$ cat src/rtl/core/core_fit_fcfs_dispatcher_core_defines.svh
// ----------------------------------------------------------------------------
// Assertion macros for the core dispatcher
// Concurrent check wrappers that compile away when SYNTHESIS is defined.
// ----------------------------------------------------------------------------
`ifndef CORE_FIT_FCFS_DISPATCHER_CORE_DEFINES_SVH
`define CORE_FIT_FCFS_DISPATCHER_CORE_DEFINES_SVH

`ifndef SYNTHESIS
// The consequent must hold in the same cycle as the antecedent.
`define CFFD_ASSERT_SAME(lbl, clk, rst, ante, cons) \
   lbl: assert property (@(posedge clk) disable iff (rst) (ante) |-> (cons)) \
      else $error("cffd: same-cycle check failed");
// The consequent must hold in the cycle after the antecedent.
`define CFFD_ASSERT_NEXT(lbl, clk, rst, ante, cons) \
   lbl: assert property (@(posedge clk) disable iff (rst) (ante) |=> (cons)) \
      else $error("cffd: next-cycle check failed");
`else
`define CFFD_ASSERT_SAME(lbl, clk, rst, ante, cons)
`define CFFD_ASSERT_NEXT(lbl, clk, rst, ante, cons)
`endif

`endif

$ cat src/rtl/core/cffd_pkg.sv
// ----------------------------------------------------------------------------
// Core dispatcher package
// Field widths, event codes and shared types of the core dispatcher.
// ----------------------------------------------------------------------------
package cffd_pkg;

   // Default depth of the job table.
   localparam int unsigned TABLE_DEPTH = 16;

   // Results produced by one request never exceed this count.
   localparam int unsigned MAX_RESULTS = 16;
   localparam int unsigned RES_W       = $clog2(MAX_RESULTS + 1);

   // Payload field widths.
   localparam int unsigned TAG_W   = 8;
   localparam int unsigned CORES_W = 7;
   localparam int unsigned KIND_W  = 3;
   localparam int unsigned MAX_CORES = (1 << CORES_W) - 1;

   // Configuration port.
   localparam int unsigned CSR_ADDR_W = 3;
   localparam int unsigned CSR_DATA_W = 32;
   localparam logic [CSR_ADDR_W-3:0] REG_TOTAL_CORES = '0;

   // Operation codes.
   localparam logic OP_SUBMIT = 1'b0;
   localparam logic OP_FINISH = 1'b1;

   // Result event codes.
   localparam logic [KIND_W-1:0] EV_QUEUED     = 3'd0;
   localparam logic [KIND_W-1:0] EV_DISPATCHED = 3'd1;
   localparam logic [KIND_W-1:0] EV_RELEASED   = 3'd2;
   localparam logic [KIND_W-1:0] EV_TABLE_FULL = 3'd3;
   localparam logic [KIND_W-1:0] EV_TOO_MANY   = 3'd4;
   localparam logic [KIND_W-1:0] EV_UNKNOWN    = 3'd5;

   // One job held in a table cell.
   typedef struct packed {
      logic [TAG_W-1:0]   tag;
      logic [CORES_W-1:0] cores;
      logic               running;
   } entry_type;

   // Controls shared by the whole row of cells.
   typedef struct packed {
      logic shift;
      logic load;
   } chain_ctl_type;

   // Controls seen by a single cell.
   typedef struct packed {
      logic shift;
      logic load;
   } cell_ctl_type;

   // Configuration write towards the sequencer.
   typedef struct packed {
      logic               write;
      logic [CORES_W-1:0] total;
   } cfg_write_type;

endpackage

$ cat src/rtl/core/cffd_req_if.sv
// ----------------------------------------------------------------------------
// Request channel
// Valid/ready channel carrying job submit and finish requests.
// ----------------------------------------------------------------------------
interface cffd_req_if;

   logic                         valid;
   logic                         ready;
   logic                         operation;
   logic [cffd_pkg::TAG_W-1:0]   job_tag;
   logic [cffd_pkg::CORES_W-1:0] cores_needed;

   modport source (output valid, output operation, output job_tag,
                   output cores_needed, input ready);
   modport sink   (input valid, input operation, input job_tag,
                   input cores_needed, output ready);

endinterface

$ cat src/rtl/core/cffd_rsp_if.sv
// ----------------------------------------------------------------------------
// Result channel
// Valid/ready channel carrying the results of each request.
// ----------------------------------------------------------------------------
interface cffd_rsp_if;

   logic                        valid;
   logic                        ready;
   logic [cffd_pkg::TAG_W-1:0]  job_tag_res;
   logic [cffd_pkg::KIND_W-1:0] event_kind;
   logic                        last;

   modport source (output valid, output job_tag_res, output event_kind,
                   output last, input ready);
   modport sink   (input valid, input job_tag_res, input event_kind,
                   input last, output ready);

endinterface

$ cat src/rtl/core/cffd_cell.sv
// ----------------------------------------------------------------------------
// Job table cell
// One entry of the job table; takes its upper neighbour on a shift or a
// fresh entry on a load.
// ----------------------------------------------------------------------------
module cffd_cell (
   input  logic                    clock,
   input  cffd_pkg::cell_ctl_type  ctl,
   input  cffd_pkg::entry_type     nbr_entry,
   input  cffd_pkg::entry_type     wr_entry,
   output cffd_pkg::entry_type     entry
);

   cffd_pkg::entry_type entry_ff;
   cffd_pkg::entry_type entry_in;

   // A load wins over the shift: it refills the slot at the tail of the row.
   always_comb begin
      entry_in = entry_ff;
      if (ctl.load) begin
         entry_in = wr_entry;
      end else if (ctl.shift) begin
         entry_in = nbr_entry;
      end
   end

   always_ff @(posedge clock) begin
      entry_ff <= entry_in;
   end

   assign entry = entry_ff;

endmodule

$ cat src/rtl/core/cffd_ctrl.sv
// ----------------------------------------------------------------------------
// Dispatcher sequencer
// Walks the row of cells one entry per cycle while no fitting job waits for the
// result register, keeps the core accounting and drives the result register.
// ----------------------------------------------------------------------------
module cffd_ctrl #(
   parameter int unsigned TABLE_DEPTH = cffd_pkg::TABLE_DEPTH
) (
   input  logic                          clock,
   input  logic                          reset,
   cffd_req_if.sink                      req_chan,
   cffd_rsp_if.source                    rsp_chan,
   input  cffd_pkg::cfg_write_type       cfg_wr,
   output logic [cffd_pkg::CORES_W-1:0]  total_cores,
   input  cffd_pkg::entry_type           head_entry,
   output cffd_pkg::chain_ctl_type       chain_ctl,
   output logic [$clog2(TABLE_DEPTH)-1:0] wr_pos,
   output cffd_pkg::entry_type           wr_entry
);

   localparam int unsigned CNT_W  = $clog2(TABLE_DEPTH + 1);
   localparam int unsigned IDX_W  = $clog2(TABLE_DEPTH);
   localparam int unsigned BUSY_W = $clog2(TABLE_DEPTH * cffd_pkg::MAX_CORES + 1);
   localparam int unsigned CW     = cffd_pkg::CORES_W;
   localparam int unsigned RW     = cffd_pkg::RES_W;
   localparam logic [CNT_W-1:0] DEPTH_CNT = CNT_W'(TABLE_DEPTH);
   localparam logic [RW-1:0]    RES_CAP   = RW'(cffd_pkg::MAX_RESULTS);

   // Sequencer states.
   localparam logic [1:0] ST_IDLE = 2'd0;
   localparam logic [1:0] ST_FIND = 2'd1;
   localparam logic [1:0] ST_SCAN = 2'd2;
   localparam logic [1:0] ST_DONE = 2'd3;

   logic [1:0]                    state_ff, state_in;
   logic [CNT_W-1:0]              len_ff, len_in;
   logic [CNT_W-1:0]              steps_ff, steps_in;
   logic [CW-1:0]                 free_ff, free_in;
   logic [CW-1:0]                 total_ff, total_in;
   logic [BUSY_W-1:0]             busy_ff, busy_in;
   logic                          found_ff, found_in;
   logic [RW-1:0]                 results_ff, results_in;
   logic [cffd_pkg::TAG_W-1:0]    tag_ff, tag_in;
   logic [cffd_pkg::TAG_W-1:0]    pend_tag_ff, pend_tag_in;
   logic [cffd_pkg::KIND_W-1:0]   pend_kind_ff, pend_kind_in;
   logic                          rsp_valid_ff, rsp_valid_in;
   logic [cffd_pkg::TAG_W-1:0]    rsp_tag_ff, rsp_tag_in;
   logic [cffd_pkg::KIND_W-1:0]   rsp_kind_ff, rsp_kind_in;
   logic                          rsp_last_ff, rsp_last_in;

   logic              slot_free;
   logic              head_match;
   logic              head_fit;
   logic [CW:0]       release_sum;
   logic [CNT_W-1:0]  len_m1;
   logic [BUSY_W-1:0] total_ext;
   logic [CW-1:0]     free_cfg;

   // The result register can take a new result when empty or being drained.
   assign slot_free   = !rsp_valid_ff || rsp_chan.ready;
   assign head_match  = !found_ff && head_entry.running && (head_entry.tag == tag_ff);
   assign head_fit    = !head_entry.running && (head_entry.cores <= free_ff)
                        && (results_ff < RES_CAP);
   assign release_sum = {1'b0, free_ff} + {1'b0, head_entry.cores};
   assign len_m1      = len_ff - CNT_W'(1);

   // Free cores after a new core total: total less the running load, floored at zero.
   assign total_ext = BUSY_W'(cfg_wr.total);
   assign free_cfg  = (busy_ff >= total_ext) ? '0 : CW'(total_ext - busy_ff);

   always_comb begin
      state_in     = state_ff;
      len_in       = len_ff;
      steps_in     = steps_ff;
      free_in      = free_ff;
      total_in     = total_ff;
      busy_in      = busy_ff;
      found_in     = found_ff;
      results_in   = results_ff;
      tag_in       = tag_ff;
      pend_tag_in  = pend_tag_ff;
      pend_kind_in = pend_kind_ff;
      rsp_valid_in = rsp_valid_ff && !rsp_chan.ready;
      rsp_tag_in   = rsp_tag_ff;
      rsp_kind_in  = rsp_kind_ff;
      rsp_last_in  = rsp_last_ff;
      chain_ctl    = '0;
      wr_pos       = len_m1[IDX_W-1:0];
      wr_entry     = head_entry;

      case (state_ff)
         // Take a request; a submit is appended at once unless refused, a finish needs a search.
         ST_IDLE: begin
            if (req_chan.valid) begin
               pend_tag_in = req_chan.job_tag;
               results_in  = RW'(1);
               if (req_chan.operation == cffd_pkg::OP_SUBMIT) begin
                  state_in = ST_SCAN;
                  steps_in = len_ff;
                  if (req_chan.cores_needed > total_ff) begin
                     pend_kind_in = cffd_pkg::EV_TOO_MANY;
                  end else if (len_ff == DEPTH_CNT) begin
                     pend_kind_in = cffd_pkg::EV_TABLE_FULL;
                  end else begin
                     chain_ctl.load = 1'b1;
                     wr_pos         = len_ff[IDX_W-1:0];
                     wr_entry.tag     = req_chan.job_tag;
                     wr_entry.cores   = req_chan.cores_needed;
                     wr_entry.running = 1'b0;
                     len_in       = len_ff + CNT_W'(1);
                     steps_in     = len_ff + CNT_W'(1);
                     pend_kind_in = cffd_pkg::EV_QUEUED;
                  end
               end else begin
                  tag_in   = req_chan.job_tag;
                  steps_in = len_ff;
                  found_in = 1'b0;
                  state_in = ST_FIND;
               end
            end
         end

         // Rotate the table once; the first running job with the tag drops out.
         ST_FIND: begin
            if (steps_ff == '0) begin
               pend_tag_in  = tag_ff;
               pend_kind_in = found_ff ? cffd_pkg::EV_RELEASED : cffd_pkg::EV_UNKNOWN;
               results_in   = RW'(1);
               steps_in     = len_ff;
               state_in     = ST_SCAN;
            end else begin
               chain_ctl.shift = 1'b1;
               steps_in        = steps_ff - CNT_W'(1);
               if (head_match) begin
                  found_in = 1'b1;
                  len_in   = len_m1;
                  free_in  = (release_sum > {1'b0, total_ff}) ? total_ff : release_sum[CW-1:0];
                  busy_in  = busy_ff - BUSY_W'(head_entry.cores);
               end else begin
                  chain_ctl.load = 1'b1;
               end
            end
         end

         // Rotate the table once, starting every waiting job that fits until the result cap is met.
         ST_SCAN: begin
            if (steps_ff == '0) begin
               state_in = ST_DONE;
            end else if (!head_fit || slot_free) begin
               chain_ctl.shift = 1'b1;
               chain_ctl.load  = 1'b1;
               steps_in        = steps_ff - CNT_W'(1);
               if (head_fit) begin
                  wr_entry.running = 1'b1;
                  rsp_valid_in = 1'b1;
                  rsp_tag_in   = pend_tag_ff;
                  rsp_kind_in  = pend_kind_ff;
                  rsp_last_in  = 1'b0;
                  pend_tag_in  = head_entry.tag;
                  pend_kind_in = cffd_pkg::EV_DISPATCHED;
                  results_in   = results_ff + RW'(1);
                  free_in      = free_ff - head_entry.cores;
                  busy_in      = busy_ff + BUSY_W'(head_entry.cores);
               end
            end
         end

         // Hand over the held result, now known to be the final one.
         ST_DONE: begin
            if (slot_free) begin
               rsp_valid_in = 1'b1;
               rsp_tag_in   = pend_tag_ff;
               rsp_kind_in  = pend_kind_ff;
               rsp_last_in  = 1'b1;
               state_in     = ST_IDLE;
            end
         end

         default: begin
            state_in = ST_IDLE;
         end
      endcase

      // Configuration writes are to arrive only while the block is idle; the block does not enforce this.
      if (cfg_wr.write) begin
         total_in = cfg_wr.total;
         free_in  = free_cfg;
      end
   end

   // Control registers.
   always_ff @(posedge clock) begin
      if (reset) begin
         state_ff     <= ST_IDLE;
         len_ff       <= '0;
         steps_ff     <= '0;
         free_ff      <= CW'(1);
         total_ff     <= CW'(1);
         busy_ff      <= '0;
         found_ff     <= 1'b0;
         results_ff   <= '0;
         rsp_valid_ff <= 1'b0;
      end else begin
         state_ff     <= state_in;
         len_ff       <= len_in;
         steps_ff     <= steps_in;
         free_ff      <= free_in;
         total_ff     <= total_in;
         busy_ff      <= busy_in;
         found_ff     <= found_in;
         results_ff   <= results_in;
         rsp_valid_ff <= rsp_valid_in;
      end
   end

   // Payload registers.
   always_ff @(posedge clock) begin
      tag_ff       <= tag_in;
      pend_tag_ff  <= pend_tag_in;
      pend_kind_ff <= pend_kind_in;
      rsp_tag_ff   <= rsp_tag_in;
      rsp_kind_ff  <= rsp_kind_in;
      rsp_last_ff  <= rsp_last_in;
   end

   assign req_chan.ready       = (state_ff == ST_IDLE);
   assign rsp_chan.valid       = rsp_valid_ff;
   assign rsp_chan.job_tag_res = rsp_tag_ff;
   assign rsp_chan.event_kind  = rsp_kind_ff;
   assign rsp_chan.last        = rsp_last_ff;
   assign total_cores          = total_ff;

endmodule

$ cat src/rtl/core/core_fit_fcfs_dispatcher_core.sv
// ----------------------------------------------------------------------------
// First-fit FCFS core dispatcher
// Queues multi-core jobs in arrival order and starts each one that fits the
// free cores, reporting every queue, dispatch and release event.
// ----------------------------------------------------------------------------
// The job table is a row of TABLE_DEPTH cells that rotates towards cell 0;
// the sequencer looks at cell 0 once per cycle, holding while a job that
// fits waits for room in the result register, and writes the entry back at
// the tail. A submit, stored or refused, makes a dispatch pass over the
// table; a finish makes a search pass first. The result side can hold back
// a dispatch or the final result. Each request yields one event result
// followed by one result per started job, 16 at most, and the final one
// carries last. The request side is closed until that final result has
// entered the output register. Writing total_cores sets the pool size and
// recomputes the free cores from the running jobs; it starts no job.
`include "core_fit_fcfs_dispatcher_core_defines.svh"

module core_fit_fcfs_dispatcher_core #(
   parameter int unsigned TABLE_DEPTH = cffd_pkg::TABLE_DEPTH
) (
   input  logic                               clock,
   input  logic                               reset,
   cffd_req_if.sink                           req_chan,
   cffd_rsp_if.source                         rsp_chan,
   input  logic                               csr_psel,
   input  logic                               csr_penable,
   input  logic                               csr_pwrite,
   input  logic [cffd_pkg::CSR_ADDR_W-1:0]    csr_paddr,
   input  logic [cffd_pkg::CSR_DATA_W-1:0]    csr_pwdata,
   output logic [cffd_pkg::CSR_DATA_W-1:0]    csr_prdata,
   output logic                               csr_pready
);

   localparam int unsigned IDX_W = $clog2(TABLE_DEPTH);

   cffd_pkg::cfg_write_type              cfg_wr;
   logic [cffd_pkg::CORES_W-1:0]         total_cores;
   cffd_pkg::chain_ctl_type              chain_ctl;
   logic [IDX_W-1:0]                     wr_pos;
   cffd_pkg::entry_type                  wr_entry;
   cffd_pkg::entry_type                  cell_entry [TABLE_DEPTH];
   logic [TABLE_DEPTH-1:0]               cell_load;
   logic                                 csr_hit;

   // Register decode: the total core count is the only register.
   assign csr_hit      = (csr_paddr[cffd_pkg::CSR_ADDR_W-1:2] == cffd_pkg::REG_TOTAL_CORES);
   assign cfg_wr.write = csr_psel && csr_penable && csr_pwrite && csr_hit;
   assign cfg_wr.total = csr_pwdata[cffd_pkg::CORES_W-1:0];
   assign csr_pready   = 1'b1;
   assign csr_prdata   = csr_hit
                         ? {{(cffd_pkg::CSR_DATA_W - cffd_pkg::CORES_W){1'b0}}, total_cores}
                         : '0;

   // Sequencer.
   cffd_ctrl #(
      .TABLE_DEPTH (TABLE_DEPTH)
   ) u_ctrl (
      .clock       (clock),
      .reset       (reset),
      .req_chan    (req_chan),
      .rsp_chan    (rsp_chan),
      .cfg_wr      (cfg_wr),
      .total_cores (total_cores),
      .head_entry  (cell_entry[0]),
      .chain_ctl   (chain_ctl),
      .wr_pos      (wr_pos),
      .wr_entry    (wr_entry)
   );

   // Row of table cells; each but the top one takes its upper neighbour on a shift.
   for (genvar i = 0; i < TABLE_DEPTH; i++) begin : g_cell
      cffd_pkg::cell_ctl_type ctl;
      cffd_pkg::entry_type    nbr;

      assign ctl.shift    = chain_ctl.shift;
      assign ctl.load     = chain_ctl.load && (wr_pos == IDX_W'(i));
      assign cell_load[i] = ctl.load;

      if (i == TABLE_DEPTH - 1) begin : g_top
         assign nbr = cell_entry[i];
      end else begin : g_mid
         assign nbr = cell_entry[i + 1];
      end

      cffd_cell u_cell (
         .clock     (clock),
         .ctl       (ctl),
         .nbr_entry (nbr),
         .wr_entry  (wr_entry),
         .entry     (cell_entry[i])
      );
   end

   // At most one cell is refilled in any cycle.
   `CFFD_ASSERT_SAME(a_single_load, clock, reset, 1'b1, $onehot0(cell_load))
   // Accepting a request closes the request side for the next cycle.
   `CFFD_ASSERT_NEXT(a_busy_after_accept, clock, reset, req_chan.valid && req_chan.ready, !req_chan.ready)
   // The table does not shift while the block waits for a request.
   `CFFD_ASSERT_SAME(a_idle_no_shift, clock, reset, req_chan.ready, !chain_ctl.shift)

endmodule

$ cat src/flat_wrapper.sv
// flat-port wrapper written by rule: the top's interface ports become plain ports
module core_fit_fcfs_dispatcher_core_flat 
#(
   parameter int unsigned TABLE_DEPTH = cffd_pkg::TABLE_DEPTH
)
  (clock, reset, csr_psel, csr_penable, csr_pwrite, csr_paddr, csr_pwdata, csr_prdata, csr_pready, req_chan_valid, req_chan_operation, req_chan_job_tag, req_chan_cores_needed, req_chan_ready, rsp_chan_valid, rsp_chan_job_tag_res, rsp_chan_event_kind, rsp_chan_last, rsp_chan_ready);
  cffd_req_if req_chan_i ();
  cffd_rsp_if rsp_chan_i ();
  input  logic clock;
  input  logic reset;
  input  logic csr_psel;
  input  logic csr_penable;
  input  logic csr_pwrite;
  input  logic [cffd_pkg::CSR_ADDR_W-1:0] csr_paddr;
  input  logic [cffd_pkg::CSR_DATA_W-1:0] csr_pwdata;
  output logic [cffd_pkg::CSR_DATA_W-1:0] csr_prdata;
  output logic csr_pready;
  input wire logic [$bits(req_chan_i.valid)-1:0] req_chan_valid;
  input wire logic [$bits(req_chan_i.operation)-1:0] req_chan_operation;
  input wire logic [$bits(req_chan_i.job_tag)-1:0] req_chan_job_tag;
  input wire logic [$bits(req_chan_i.cores_needed)-1:0] req_chan_cores_needed;
  output wire logic [$bits(req_chan_i.ready)-1:0] req_chan_ready;
  output wire logic [$bits(rsp_chan_i.valid)-1:0] rsp_chan_valid;
  output wire logic [$bits(rsp_chan_i.job_tag_res)-1:0] rsp_chan_job_tag_res;
  output wire logic [$bits(rsp_chan_i.event_kind)-1:0] rsp_chan_event_kind;
  output wire logic [$bits(rsp_chan_i.last)-1:0] rsp_chan_last;
  input wire logic [$bits(rsp_chan_i.ready)-1:0] rsp_chan_ready;
  assign req_chan_i.valid = req_chan_valid;
  assign req_chan_i.operation = req_chan_operation;
  assign req_chan_i.job_tag = req_chan_job_tag;
  assign req_chan_i.cores_needed = req_chan_cores_needed;
  assign req_chan_ready = req_chan_i.ready;
  assign rsp_chan_valid = rsp_chan_i.valid;
  assign rsp_chan_job_tag_res = rsp_chan_i.job_tag_res;
  assign rsp_chan_event_kind = rsp_chan_i.event_kind;
  assign rsp_chan_last = rsp_chan_i.last;
  assign rsp_chan_i.ready = rsp_chan_ready;
  core_fit_fcfs_dispatcher_core #(.TABLE_DEPTH(TABLE_DEPTH)) u_core (.clock(clock), .reset(reset), .req_chan(req_chan_i), .rsp_chan(rsp_chan_i), .csr_psel(csr_psel), .csr_penable(csr_penable), .csr_pwrite(csr_pwrite), .csr_paddr(csr_paddr), .csr_pwdata(csr_pwdata), .csr_prdata(csr_prdata), .csr_pready(csr_pready));
endmodule
$ cat config.mk
export PLATFORM = sky130hd
export DESIGN_NAME = core_fit_fcfs_dispatcher_core_flat
export DESIGN_NICKNAME = d
export VERILOG_FILES = /design/src/rtl/core/cffd_pkg.sv /design/src/rtl/core/cffd_req_if.sv /design/src/rtl/core/cffd_rsp_if.sv /design/src/rtl/core/cffd_cell.sv /design/src/rtl/core/cffd_ctrl.sv /design/src/rtl/core/core_fit_fcfs_dispatcher_core.sv /design/src/flat_wrapper.sv
export VERILOG_INCLUDE_DIRS = /design/src /design/src/rtl/core
export SDC_FILE = /design/constraint.sdc
export NUM_CORES = 1
export LEC_CHECK = 0
export ABC_CLOCK_PERIOD_IN_PS = 6050
export BUFFER_PORTS_ARGS = -buffer_cell sky130_fd_sc_hd__buf_2
export CAP_MARGIN = 20
export CORE_UTILIZATION = 60
export DETAILED_ROUTE_END_ITERATION = 10
export HOLD_SLACK_MARGIN = 0.05
export PLACE_DENSITY = 0.79
export SLEW_MARGIN = 20
export SYNTH_ARGS = -nofsm -noshare
export SYNTH_HDL_FRONTEND = slang
export SYNTH_SLANG_ARGS = --single-unit
$ cat constraint.sdc
create_clock -name clock -period 6.05 [get_ports clock]
set_input_delay 1.21 -clock clock [delete_from_list [all_inputs] [get_ports clock]]
set_output_delay 1.21 -clock clock [all_outputs]
set_load 0.1 [all_outputs]
==> key figures, run 1 <==
Logic synthesis
  – Post-synth EDFFs: 287
  – Summed instance area of the synthesized netlist: approximately 17000 um^2
  – Number of warnings issued by yosys: 0
  – Share of synthesized area occupied by flip-flops and latches: between 50% and 60%
  – Leading cell types by total area after synthesis: sky130_fd_sc_hd__edfxtp_1 (51%), sky130_fd_sc_hd__mux2_2 (17%), sky130_fd_sc_hd__dfxtp_1 (5.2%)
  – Cell count after synthesis: 1313
  – Proportion of register bits with asynchronous set or reset after synthesis: 0%
  – Share of Yosys cell area claimed by the top area cell type: about half
  – Number of library cell types mapped by synthesis: 77
  – Cell accounting for the most synthesized area: sky130_fd_sc_hd__edfxtp_1
  – Number of synthesized register bits: 331
  – Mean instance size in the synthesized netlist: around 13 um^2
  – Top FF cell, synth: sky130_fd_sc_hd__edfxtp_1

CTS
  – Maximum buffer depth of the clock tree: 3
  – Post-CTS repair timing setup buffer count: 0
  – Sink count of the clock tree: 331
  – Number of clock buffers inserted by TritonCTS: 36
  – Clock H-tree levels: 2
  – Clock latency at the later pin of the worst-skew pair: 540 ps
  – Clock tree from TritonCTS: built
  – Clock tree root driver cell: sky130_fd_sc_hd__clkbuf_16
  – Post-cts resize count: 0
  – Hold_buf cts: 0
  – Clock slew seen by the registers of the worst setup and hold paths: 60 ps

Global route
  – Overall Global Routing Usage: about a fifth
  – Largest net degree at the start of global routing: between 40 and 50
  – Antenna violations before repair: 0
  – Congestion Overflow GR: 0
  – Global-route wire length before repair: between 40 and 50 mm
  – Via count of the first global-routing pass: between 9000 and 10000

Floorplan
  – Top-level port count: 105
  – Width of the chip: 171 um
  – Placeable core region: 27900 um^2
  – Height of the die: 171 um
  – Die Outline Area: approximately 29000 um^2
  – Starting density of the core: between 60 and 70%
  – Standard-cell rows: 61

STA
  – Maximum clock frequency: 226 MHz
  – Relative slew slack: 28.6%
  – Final Setup Violations: 0
  – Clock tree skew after final layout: ~24 ps
  – Min Clock Period, post-route: 4430 ps
  – Accumulated negative setup slack: 0 ps
  – Period Utilization, post-route: 73.3%
  – Hold Fails Final Rpt: 0
  – Slew @ Worst Pin: roughly 1100 ps
  – Max-slew violation total from the final report: 0
  – Unrepaired setup endpoints after global routing: no

Setup path
  – Worst Path Max Fanout: 17
  – Crit path kind: input port to flop
  – Data required time at the worst endpoint: 6200 ps
  – Worst Setup End Kind: flop
  – Arr. time, crit path: around 4600 ps
  – Worst reg-to-reg path cell count: 10
  – Setup crit start kind: input port

Detailed routing
  – Remaining design rule violation count: 0
  – Remaining antenna violation count: 0
  – Number of DRC markers after the initial detailed-route iteration: roughly 630
  – Wire per inst: 17.5 um
  – Vias per std cell: around 6
  – Vias: just over 10000
  – Detailed-router iteration count before antenna repair: 5
  – Final WL: 30.5 mm

Cells and area
  – Leading cell type in the layout, fill and taps excluded: sky130_fd_sc_hd__edfxtp_1
  – P&R area growth vs syn: 8.69%
  – Share of cells above drive strength 1: a little under 30%
  – Highest-count cells in the layout ignoring fill and taps: sky130_fd_sc_hd__edfxtp_1 (287), sky130_fd_sc_hd__mux2_2 (252), sky130_fd_sc_hd__nand2_1 (73)
  – Antenna cell count: 0
  – Non-Filler Instances: 1747
  – Number of filler cells placed in the layout: roughly 1900
  – Layout Nets: about 1500
  – Final Core Density: around two thirds

Pwr
  – Switching part of the total: between 30% and 40%
  – Combinational fraction of design power: about 37%
  – Net Sw Power: 0.00312 W
  – Sequential cell fraction of total power: 40.3%
  – Total power per unit cell area: between 400 and 500 nW/um^2
  – Internal cell power: 0.00572 W
  – Leakage power total: around 6.7 nW
  – Maximum VDD drop: about 0.25 mV
  – Part of the power in the clock network: a little under a quarter

Flow run
  – Count of maximum capacitance violations: 0

Placement
  – Routability congestion estimate: ~0.9
  – Final HPWL from detailed placement: 21.9 mm
  – Placed cell count: approximately 1700
  – Quantity of I/O buffers inserted on ports: 51

Min path
  – Hold WC Path Type: flop to flop
  – Cell depth of the worst min-delay path: 0

Outcome
  – Status: finished, final reports clean
==> cell type report <==
type                       instances  area [um^2]  share of cell area, %
clock inverter                    15          148                  0.796
multi-input combinational        862         6960                   37.5
sequential                       331         9500                   51.2
timing repair buffer              56          293                   1.58
tap                              378          473                   2.55
inverter                          54          203                   1.09
clock buffer                      51          967                   5.22
==> sequential cells by signal (all words and copies together) (netlist names), 5 cells and up <==
signal,cells
u_core.u_ctrl.total_cores,7
u_core.u_ctrl.len_ff,5
u_core.u_ctrl.free_ff,7
u_core.u_ctrl.tag_ff,8
u_core.u_ctrl.results_ff,5
u_core.u_ctrl.rsp_chan.job_tag_res,8
u_core.u_ctrl.pend_tag_ff,8
u_core.g_cell.u_cell.entry,256
u_core.u_ctrl.busy_ff,11
u_core.u_ctrl.steps_ff,5
==> cells in the mapped netlist, drive strengths merged (6+ instances only) <==
| master | count |
|---|---|
| a211oi | 6 |
| xor2 | 10 |
| o21ai | 45 |
| nor2b | 13 |
| a22oi | 8 |
| edfxtp | 287 |
| a31oi | 13 |
| or3 | 7 |
| buf | 61 |
| nand2b | 6 |
| inv | 53 |
| a21oi | 60 |
| ha | 60 |
| mux2 | 254 |
| dfxtp | 44 |
| o21bai | 10 |
| clkbuf | 29 |
| nand2 | 89 |
| nor2 | 71 |
| xnor2 | 30 |
| nand3 | 13 |
| nand4 | 9 |
| mux2i | 14 |
| nor3 | 14 |
| and3 | 7 |
| and2 | 7 |
| a21o | 7 |
| o211ai | 12 |
==> worst paths after layout <==
| path | start | slack [ps] | endpoint |
|---|---|---|---|
| setup reg to reg | u_core.g_cell[0].u_cell.entry[2] | 1780 | u_core.g_cell[11].u_cell.entry[1] |
| hold / removal | u_core.u_ctrl.pend_kind_ff[1] | 410 | u_core.u_ctrl.rsp_chan.event_kind[1] |
| setup / recovery | req_chan_cores_needed[5] | 1620 | u_core.g_cell[11].u_cell.entry[1] |
| hold reg to reg | u_core.u_ctrl.pend_kind_ff[1] | 410 | u_core.u_ctrl.rsp_chan.event_kind[1] |
==> power groups by stage <==
stage / registers (W) / logic (W) / clock network [W]
after floorplan: 0.00355 / 0.00255 / 0
after global placement: 0.00357 / 0.00307 / 0
after detailed placement: 0.00360 / 0.00319 / 0
after CTS: 0.00356 / 0.00322 / 0.00210
after global routing: 0.00360 / 0.00356 / 0.00219
final: 0.00356 / 0.00323 / 0.00206
==> kinds of logic (layout without fill, tap and decap cells) <==
group | after synthesis | count (layout) | share of synthesized area (%)
DFF | 331 | 331 | 55.7
muxes | 268 | 268 | 17.6
and+or+nand+nor | 260 | 260 | 7.45
AOI/OAI and AO/OA | 204 | 204 | 8.04
buffers and inverters | 144 | 176 | 4.26
adders and majority gates | 64 | 64 | 4.87
xor gates and xnor gates | 40 | 40 | 2.05
other | 2 | 26 | 0.0440
==> through the flow <==
step	total power, W	area [um^2]	hold WS (ps)	setup slack [ps]
after global placement	0.00664	17400	403	1260
final	0.00884	18500	412	1620
after global routing	0.00936	18500	418	1430
after floorplan	0.00611	17100	400	2070
after detailed placement	0.00679	17400	405	1130
after CTS	0.00888	18500	418	1670
==> layer usage <==
metal | share of wire [%] | vias up | global-route usage (%)
met3 | 4.6 | 57 | 2.94
met5 | 0 | - | 0
met1 | 42 | 4932 | 26.1
met4 | 2.8 | 0 | 8.30
li1 | - | 4929 | -
met2 | 51 | 272 | 38.2
==> worst max-delay path: stages <==
cell and delay, ps:
sky130_fd_sc_hd__buf_2 130, sky130_fd_sc_hd__ha_1 310, sky130_fd_sc_hd__a21o_1 160, sky130_fd_sc_hd__a21oi_1 310, sky130_fd_sc_hd__o21ai_1 180, sky130_fd_sc_hd__a211oi_2 500
sky130_fd_sc_hd__nand3_1 200, sky130_fd_sc_hd__o22ai_1 500, sky130_fd_sc_hd__nand2_2 410, sky130_fd_sc_hd__nand2_1 660
Note: power is estimated with default switching activity, not from simulation.
==> run 2, diff against run 1 <==
ABC_CLOCK_PERIOD_IN_PS = 3900   (was 6050)
CORE_UTILIZATION = 55   (was 60)
PLACE_DENSITY = 0.76   (was 0.79)
clock period = 3.9 ns   (was 6.05 ns; I/O delays follow)
==> run 2 against run 1 <==
Total power rose by 62%. Hold slack improved by 9.2 ps. Register-to-register slack got worse by 1600 ps. Via count increased by 2.5%. Non-clock buffer count grew 61. Final area rose by 3.3%. Sequential share of layout area shrank 1.6 points. Count of clock-buffer cells in the layout shrank 6. Critical endpoint is now u_core.u_ctrl.free_ff[2]. Largest power group is now combinational cells. Highest routed layer unchanged.
==> key figures, run 2 (synthesized netlist as in run 1, its figures left out) <==
Outcome
  – Status: finished, final reports clean

Detailed routing
  – Post-route met1 wirelength: 13.3 mm (+4.1%)
  – Remaining design rule violation count: 0 (unchanged)
  – Detail Route met2 WL: 16.0 mm (+3.1%)
  – Number of DRC markers after the initial detailed-route iteration: 652 (+3.2%)
  – Vias: 10400 (+2.5%)
  – Wire per inst: 17.3 um (-0.96%)
  – Max Used Layer: met4
  – Met3 wirelength from detailed routing: 1.32 mm (-6.9%)
  – Detailed-router iteration count before antenna repair: 5 (unchanged)
  – Remaining antenna violation count: 0 (unchanged)
  – Final WL: 31.5 mm (+3.3%)
  – Vias per std cell: 5.73 (-1.7%)

STA
  – Relative slew slack: 37.2% (+8.6 points)
  – Max-slew violation total from the final report: 0 (unchanged)
  – Unrepaired setup endpoints after global routing: no
  – Accumulated negative setup slack: 0 ps (unchanged)
  – Clock tree skew after final layout: 21.1 ps (-2.68 ps)
  – Hold Fails Final Rpt: 0 (unchanged)
  – Final setup slack of the worst path: 183 ps (-1430 ps)
  – Maximum clock frequency: around 270 MHz
  – Min Clock Period, post-route: about 3700 ps
  – Period Utilization, post-route: a little over nine tenths
  – Slew @ Worst Pin: 942 ps (-129 ps)
  – Final Setup Violations: 0 (unchanged)

Setup path
  – Data required time at the worst endpoint: 4350 ps (-1850 ps)
  – Worst Path Max Fanout: 6 (-11)
  – Worst Setup End Kind: flop
  – Crit path kind: flop to flop
  – Arr. time, crit path: 4170 ps (-420 ps)
  – Setup crit start kind: flop

CTS
  – Clock latency at the later pin of the worst-skew pair: 530 ps (about the same)
  – Clock tree root driver cell: sky130_fd_sc_hd__clkbuf_16
  – Maximum buffer depth of the clock tree: 3 (unchanged)
  – Clock slew seen by the registers of the worst setup and hold paths: 60 ps (about the same)
  – Clock H-tree levels: 2 (unchanged)
  – Number of clock buffers inserted by TritonCTS: 35 (-2.8%)
  – Sink count of the clock tree: 331 (unchanged)
  – Clock tree from TritonCTS: built

Pwr
  – Total power per unit cell area: 746 nW/um^2 (+56%)
  – Net Sw Power: 0.00499 W (+60%)
  – Switching part of the total: 34.9% (-0.38 points)
  – Internal cell power: 0.00930 W (+63%)
  – Maximum VDD drop: 0.471 mV (+86%)
  – Leakage power total: 7.00 nW (+5.2%)
  – Part of the power in the clock network: 22.7% (-0.6 points)
  – Sequential cell fraction of total power: 38.4% (-1.9 points)
  – Combinational fraction of design power: 38.9% (+2.4 points)

Placement
  – Pre-CTS setup slack: 23.7 ps (-1110 ps)
  – Final HPWL from detailed placement: 22.8 mm (+3.9%)
  – Quantity of I/O buffers inserted on ports: 51 (unchanged)
  – Routability congestion estimate: 0.877 (-3.2%)

Cells and area
  – Number of filler cells placed in the layout: 2260 (+17%)
  – Leading cell type in the layout, fill and taps excluded: sky130_fd_sc_hd__edfxtp_1
  – Layout Nets: 1523 (+4.1%)
  – Highest-count cells in the layout ignoring fill and taps: sky130_fd_sc_hd__edfxtp_1 (287), sky130_fd_sc_hd__mux2_2 (252), sky130_fd_sc_hd__nand2_1 (72)
  – P&R area growth vs syn: 12.3%
  – Share of cells above drive strength 1: 32.9% (+3.7 points)
  – Final Core Density: 62.6% (-3.9 points)
  – Max FFs per register: 256 (unchanged)
  – Area used by multi-input combinational logic: 6980 um^2 (+0.34%)
  – Antenna cell count: 0 (unchanged)
  – Storage element area: 9500 um^2 (unchanged)

Global route
  – Via count of the first global-routing pass: 10400 (+5.9%)
  – Largest net degree at the start of global routing: 44 (unchanged)
  – Antenna violations before repair: 0 (unchanged)
  – Congestion Overflow GR: 0 (unchanged)
  – Global-route wire length before repair: 51.1 mm (+4.2%)
  – Overall Global Routing Usage: 20.1% (-1.3 points)

Floorplan
  – Standard-cell rows: 64 (+4.9%)
  – Die Outline Area: 31700 um^2 (+9.0%)
  – Starting density of the core: 55.8% (-5.5 points)
  – Width of the chip: 178 um (+4.4%)
  – Placeable core region: 30600 um^2 (+9.8%)
  – Height of the die: 178 um (+4.4%)
  – Top-level port count: 105 (unchanged)

Min path
  – Hold WC Path Type: flop to flop

Flow run
  – Count of maximum capacitance violations: 0 (unchanged)
[run 2: worst max-delay path: stages, from the launching register on]
cell	delay [ps]
sky130_fd_sc_hd__edfxtp_1	440
sky130_fd_sc_hd__ha_4	200
sky130_fd_sc_hd__fa_2	400
sky130_fd_sc_hd__nor2b_1	160
sky130_fd_sc_hd__or3_1	320
sky130_fd_sc_hd__a31oi_1	150
sky130_fd_sc_hd__o21bai_1	90
sky130_fd_sc_hd__xnor2_1	170
sky130_fd_sc_hd__ha_1	340
sky130_fd_sc_hd__nand3_1	80
sky130_fd_sc_hd__nor2_1	110
sky130_fd_sc_hd__o21ai_0	90
sky130_fd_sc_hd__a31oi_1	260
sky130_fd_sc_hd__nand2_2	170
sky130_fd_sc_hd__mux2_2	300
sky130_fd_sc_hd__a211o_1	270
sky130_fd_sc_hd__a21oi_1	110
[run 2: area by class of cell]
class | count | area share (%)
flip-flops and latches | 331 | 49.6
multi-input cells | 862 | 36.4
clock buffers | 45 | 4.77
repair buffers | 117 | 4.51
well taps | 396 | 2.59
inverters | 54 | 1.06
clock inverters | 17 | 1.04
[run 2: path summary, 6_finish.rpt]
path	startpoint	endpoint	slack (ps)	cells past startpoint
setup / recovery	u_core.g_cell[0].u_cell.entry[1]	u_core.u_ctrl.free_ff[2]	180	16
hold / removal	u_core.u_ctrl.pend_kind_ff[0]	u_core.u_ctrl.rsp_chan.event_kind[0]	420	0
setup reg to reg	u_core.g_cell[0].u_cell.entry[1]	u_core.u_ctrl.free_ff[2]	180	16
hold reg to reg	u_core.u_ctrl.pend_kind_ff[0]	u_core.u_ctrl.rsp_chan.event_kind[0]	420	0
[run 2: timing repair]
action	CTS	global route
buffers inserted	0	1
endpoints found under the setup margin	0	7
hold buffers	0	0
gates resized for setup	0	7
[run 2: per-stage QoR]
stage / area [um^2] / std cells / hold slack [ps] / total power, W
floorplan: 17100 / 1337 / 400 / 0.00948
global placement: 18000 / 1759 / 405 / 0.0107
detailed placement: 18000 / 1759 / 405 / 0.0109
CTS: 19100 / 1821 / 422 / 0.0142
global route: 19200 / 1822 / 428 / 0.0151
finish: 19200 / 1822 / 421 / 0.0143
[run 2: power by group through the flow]
stage / Clock (W) / Combinational [W] / Sequential (W)
after floorplan: 0 / 0.00396 / 0.00551
after global placement: 0 / 0.00518 / 0.00549
after detailed placement: 0 / 0.00540 / 0.00555
after CTS: 0.00331 / 0.00546 / 0.00548
after global routing: 0.00343 / 0.00610 / 0.00557
final: 0.00324 / 0.00556 / 0.00549
[run 2: metal layers]
metal | vias up | track usage (%)
met2 | 263 | 36.6
met5 | - | 0
met3 | 84 | 2.73
li1 | 5048 | -
met4 | 0 | 7.44
met1 | 5050 | 23.9
==> run 3, diff against run 2 <==
ABC_AREA = 1   (was unset)
CORE_UTILIZATION = 56   (was 55)
PLACE_DENSITY = 0.77   (was 0.76)
TNS_END_PERCENT = 50   (was unset)
==> run 3 against run 2 <==
Combinational power up 49%. Synthesized cell count up 54%. Critical endpoint is now u_core.u_ctrl.free_ff[3]. Largest power group unchanged. Non-clock buffer count down 3. Highest routed layer unchanged.
==> key figures, run 3 <==
Outcome
  – Status: finished, final reports clean

STA
  – Period Utilization, post-route: 85.6% (-9.7 points)
  – Hold Fails Final Rpt: 0 (unchanged)
  – Slew @ Worst Pin: 1150 ps (+213 ps)
  – Accumulated negative setup slack: 0 ps (unchanged)
  – Worst-case hold slack: 418 ps (-2.69 ps)
  – Clock tree skew after final layout: 21.3 ps (+0.118 ps)
  – Unrepaired setup endpoints after global routing: no
  – Maximum clock frequency: 300 MHz (+11%)
  – Relative slew slack: 23.0% (-14 points)
  – Max-slew violation total from the final report: 0 (unchanged)
  – Final Setup Violations: 0 (unchanged)
  – Min Clock Period, post-route: 3340 ps (-378 ps)

CTS
  – Post-cts resize count: 0 (unchanged)
  – Clock latency at the later pin of the worst-skew pair: 530 ps (about the same)
  – Maximum buffer depth of the clock tree: 3 (unchanged)
  – Clock tree root driver cell: sky130_fd_sc_hd__clkbuf_16
  – Hold_buf cts: 0 (unchanged)
  – Clock tree from TritonCTS: built
  – Clock slew seen by the registers of the worst setup and hold paths: 60 ps (about the same)
  – Clock H-tree levels: 2 (unchanged)
  – Number of clock buffers inserted by TritonCTS: 36 (+2.9%)
  – Sink count of the clock tree: 331 (unchanged)
  – Post-CTS repair timing setup buffer count: 0 (unchanged)

Placement
  – Final HPWL from detailed placement: 29.0 mm (+27%)
  – Quantity of I/O buffers inserted on ports: 51 (unchanged)
  – Routability congestion estimate: 0.899 (+2.5%)

Global route
  – Via count of the first global-routing pass: 13500 (+30%)
  – Overall Global Routing Usage: 26.3% (+6.2 points)
  – Largest net degree at the start of global routing: 46 (+4.5%)
  – Global-route wire length before repair: 68.6 mm (+34%)
  – Antenna violations before repair: 0 (unchanged)
  – Congestion Overflow GR: 0 (unchanged)

Min path
  – Hold WC Path Type: flop to flop
  – Min-Delay Startpoint: u_core.u_ctrl.pend_kind_ff[1]

Logic synthesis
  – Cell accounting for the most synthesized area: sky130_fd_sc_hd__edfxtp_1
  – Proportion of register bits with asynchronous set or reset after synthesis: 0% (unchanged)
  – Number of warnings issued by yosys: 0 (unchanged)
  – Cell count after synthesis: 2025 (+54%)
  – Mean instance size in the synthesized netlist: 8.86 um^2 (-32%)
  – Post-synth EDFFs: 287 (unchanged)
  – Share of synthesized area occupied by flip-flops and latches: 53.0% (-2.7 points)
  – Top FF cell, synth: sky130_fd_sc_hd__edfxtp_1
  – Most common cell in the synthesized netlist: sky130_fd_sc_hd__nand2_1
  – Most used standard cells in the synthesized netlist: sky130_fd_sc_hd__nand2_1 (702), sky130_fd_sc_hd__nand3_1 (305), sky130_fd_sc_hd__edfxtp_1 (287)
  – Number of library cell types mapped by synthesis: 42 (-45%)
  – Number of synthesized register bits: 331 (unchanged)
  – Leading cell types by total area after synthesis: sky130_fd_sc_hd__edfxtp_1 (48%), sky130_fd_sc_hd__nand2_1 (15%), sky130_fd_sc_hd__nand3_1 (8.5%)
  – Share of Yosys cell area claimed by the top area cell type: 48.1% (-2.5 points)
  – Summed instance area of the synthesized netlist: 17900 um^2 (+5.1%)

Setup path
  – Worst Setup End Kind: flop
  – Crit path kind: flop to flop
  – Setup crit start kind: flop
  – Cell type with the highest occurrence count on the critical path: sky130_fd_sc_hd__nand2_1
  – Largest stage delay on the critical path: 470 ps (+30 ps)
  – Crit path cell chain: inv_1, ha_1, inv_1, a21oi_1, nand3_1, xor2_1, ha_1, a21oi_1, nor2_1, nor2_1, nand2_1, nand2_1, nand3_1, nand2_1, nand3_1, nand2_1, nand2_1, a21oi_1
  – Delay-heaviest family, CP: simple AND/OR/NAND/NOR gates
  – Worst Path Max Fanout: 9 (+3)
  – RR Startpoint: u_core.g_cell[0].u_cell.entry[5]
  – Buffers plus inverters on the worst setup path: 2 (+2)
  – Standard cell with the maximum stage delay on the critical path: sky130_fd_sc_hd__edfxtp_1
  – Start point of the critical path: u_core.g_cell[0].u_cell.entry[5]
  – Arr. time, crit path: 3780 ps (-390 ps)
  – Data required time at the worst endpoint: 4340 ps (about the same)

Detailed routing
  – Final WL: 42.7 mm (+35%)
  – Wire per inst: 17.0 um (-1.6%)
  – Remaining design rule violation count: 0 (unchanged)
  – Vias: 14200 (+36%)
  – Detailed-router iteration count before antenna repair: 7 (+2)
  – Remaining antenna violation count: 0 (unchanged)
  – Vias per std cell: 5.68 (-1.0%)
  – Number of DRC markers after the initial detailed-route iteration: 1245 (+91%)

Cells and area
  – Highest-count cells in the layout ignoring fill and taps: sky130_fd_sc_hd__nand2_1 (702), sky130_fd_sc_hd__nand3_1 (305), sky130_fd_sc_hd__edfxtp_1 (287)
  – P&R area growth vs syn: 10.4%
  – Share of cells above drive strength 1: 11.4% (-21 points)
  – Storage element area: 9500 um^2 (unchanged)
  – Layout Nets: 2201 (+45%)
  – Final Core Density: 62.8% (+0.14 points)
  – Number of filler cells placed in the layout: 2523 (+12%)
  – Leading cell type in the layout, fill and taps excluded: sky130_fd_sc_hd__nand2_1
  – Antenna cell count: 0 (unchanged)
  – Max FFs per register: 256 (unchanged)
  – Area used by multi-input combinational logic: 7330 um^2 (+5.0%)

Floorplan
  – Width of the chip: 181 um (+1.6%)
  – Starting density of the core: 56.8% (+1.1 points)
  – Placeable core region: 31600 um^2 (+3.2%)
  – Height of the die: 181 um (+1.6%)
  – Standard-cell rows: 65 (+1.6%)
  – Die Outline Area: 32700 um^2 (+3.2%)
  – Top-level port count: 105 (unchanged)

Pwr
  – Leakage power total: 8.84 nW (+26%)
  – Maximum VDD drop: 0.476 mV (+0.91%)
  – Total power per unit cell area: 897 nW/um^2 (+20%)

Flow run
  – Count of maximum capacitance violations: 0 (unchanged)
==> run 3: cell types whose count changed after synthesis, sizes merged, moves of 13 or more <==
| cell | previous run | this run |
|---|---|---|
| buf | 61 | 107 |
| xor2 | 10 | 29 |
| nand3 | 13 | 308 |
| nor2 | 71 | 105 |
| mux2i | 14 | 0 |
| nand2 | 89 | 731 |
| xnor2 | 30 | 7 |
| inv | 53 | 135 |
| clkbuf | 29 | 15 |
| nor2b | 13 | 0 |
| mux2 | 254 | 0 |
| o21ai | 45 | 61 |
| nand4 | 9 | 23 |
==> run 3: final timing paths <==
check	to	slack, ps	depth (start not counted)
max	u_core.u_ctrl.free_ff[3]	560	18
min	u_core.u_ctrl.rsp_chan.event_kind[1]	420	0
max reg2reg	u_core.u_ctrl.free_ff[3]	560	18
min reg2reg	u_core.u_ctrl.rsp_chan.event_kind[1]	420	0
==> run 3: cell type report <==
| class | instances | area share, % |
|---|---|---|
| clock buffer | 42 | 4.66 |
| clock inverter | 22 | 1.37 |
| inverter | 137 | 2.63 |
| multi-input combinational | 1459 | 37.0 |
| sequential | 331 | 48.0 |
| tap | 402 | 2.54 |
| timing repair buffer | 114 | 3.80 |
==> run 3: worst reg2reg max path: stages, from the launching register on <==
cell and delay (ps):
sky130_fd_sc_hd__edfxtp_1 470, sky130_fd_sc_hd__inv_1 160, sky130_fd_sc_hd__ha_1 460, sky130_fd_sc_hd__inv_1 110
sky130_fd_sc_hd__a21oi_1 150, sky130_fd_sc_hd__nand3_1 130, sky130_fd_sc_hd__xor2_1 180, sky130_fd_sc_hd__ha_1 320
sky130_fd_sc_hd__a21oi_1 150, sky130_fd_sc_hd__nor2_1 50, sky130_fd_sc_hd__nor2_1 90, sky130_fd_sc_hd__nand2_1 60
sky130_fd_sc_hd__nand2_1 180, sky130_fd_sc_hd__nand3_1 270, sky130_fd_sc_hd__nand2_1 150, sky130_fd_sc_hd__nand3_1 90
sky130_fd_sc_hd__nand2_1 70, sky130_fd_sc_hd__nand2_1 50, sky130_fd_sc_hd__a21oi_1 130
==> run 3: where the power goes <==
group	switching, W	internal (W)
clock network	0.00139	0.00210
logic	0.00608	0.00222
registers	0.000438	0.00553
==> run 3: through the flow <==
step                      std cells  worst slack, ps  area, um^2  power (W)
after detailed placement       2443              290       18600     0.0142
final                          2507              561       19800     0.0178
after floorplan                2049             82.0       18000     0.0121
after CTS                      2507              613       19800     0.0177
after global routing           2507              289       19800     0.0189
after global placement         2443              366       18600     0.0139
==> run 3: logic make-up (layout without fill, tap and decap cells) <==
family	count (synthesis)	in the layout	synth area share, %
buf+inv	259	315	6.80
fa+ha+maj	64	64	4.63
compound gates	151	151	4.87
other cells	2	26	0.0419
simple gates	1182	1182	28.9
xor+xnor	36	36	1.76
flops	331	331	53.0
==> run 3: routing by layer <==
metal	share of wire (%)	up-vias	track usage [%]
li1	-	6844	-
met1	41	6707	34.6
met2	49	602	45.2
met3	7.1	75	3.18
met4	2.4	0	8.47
met5	0	-	0
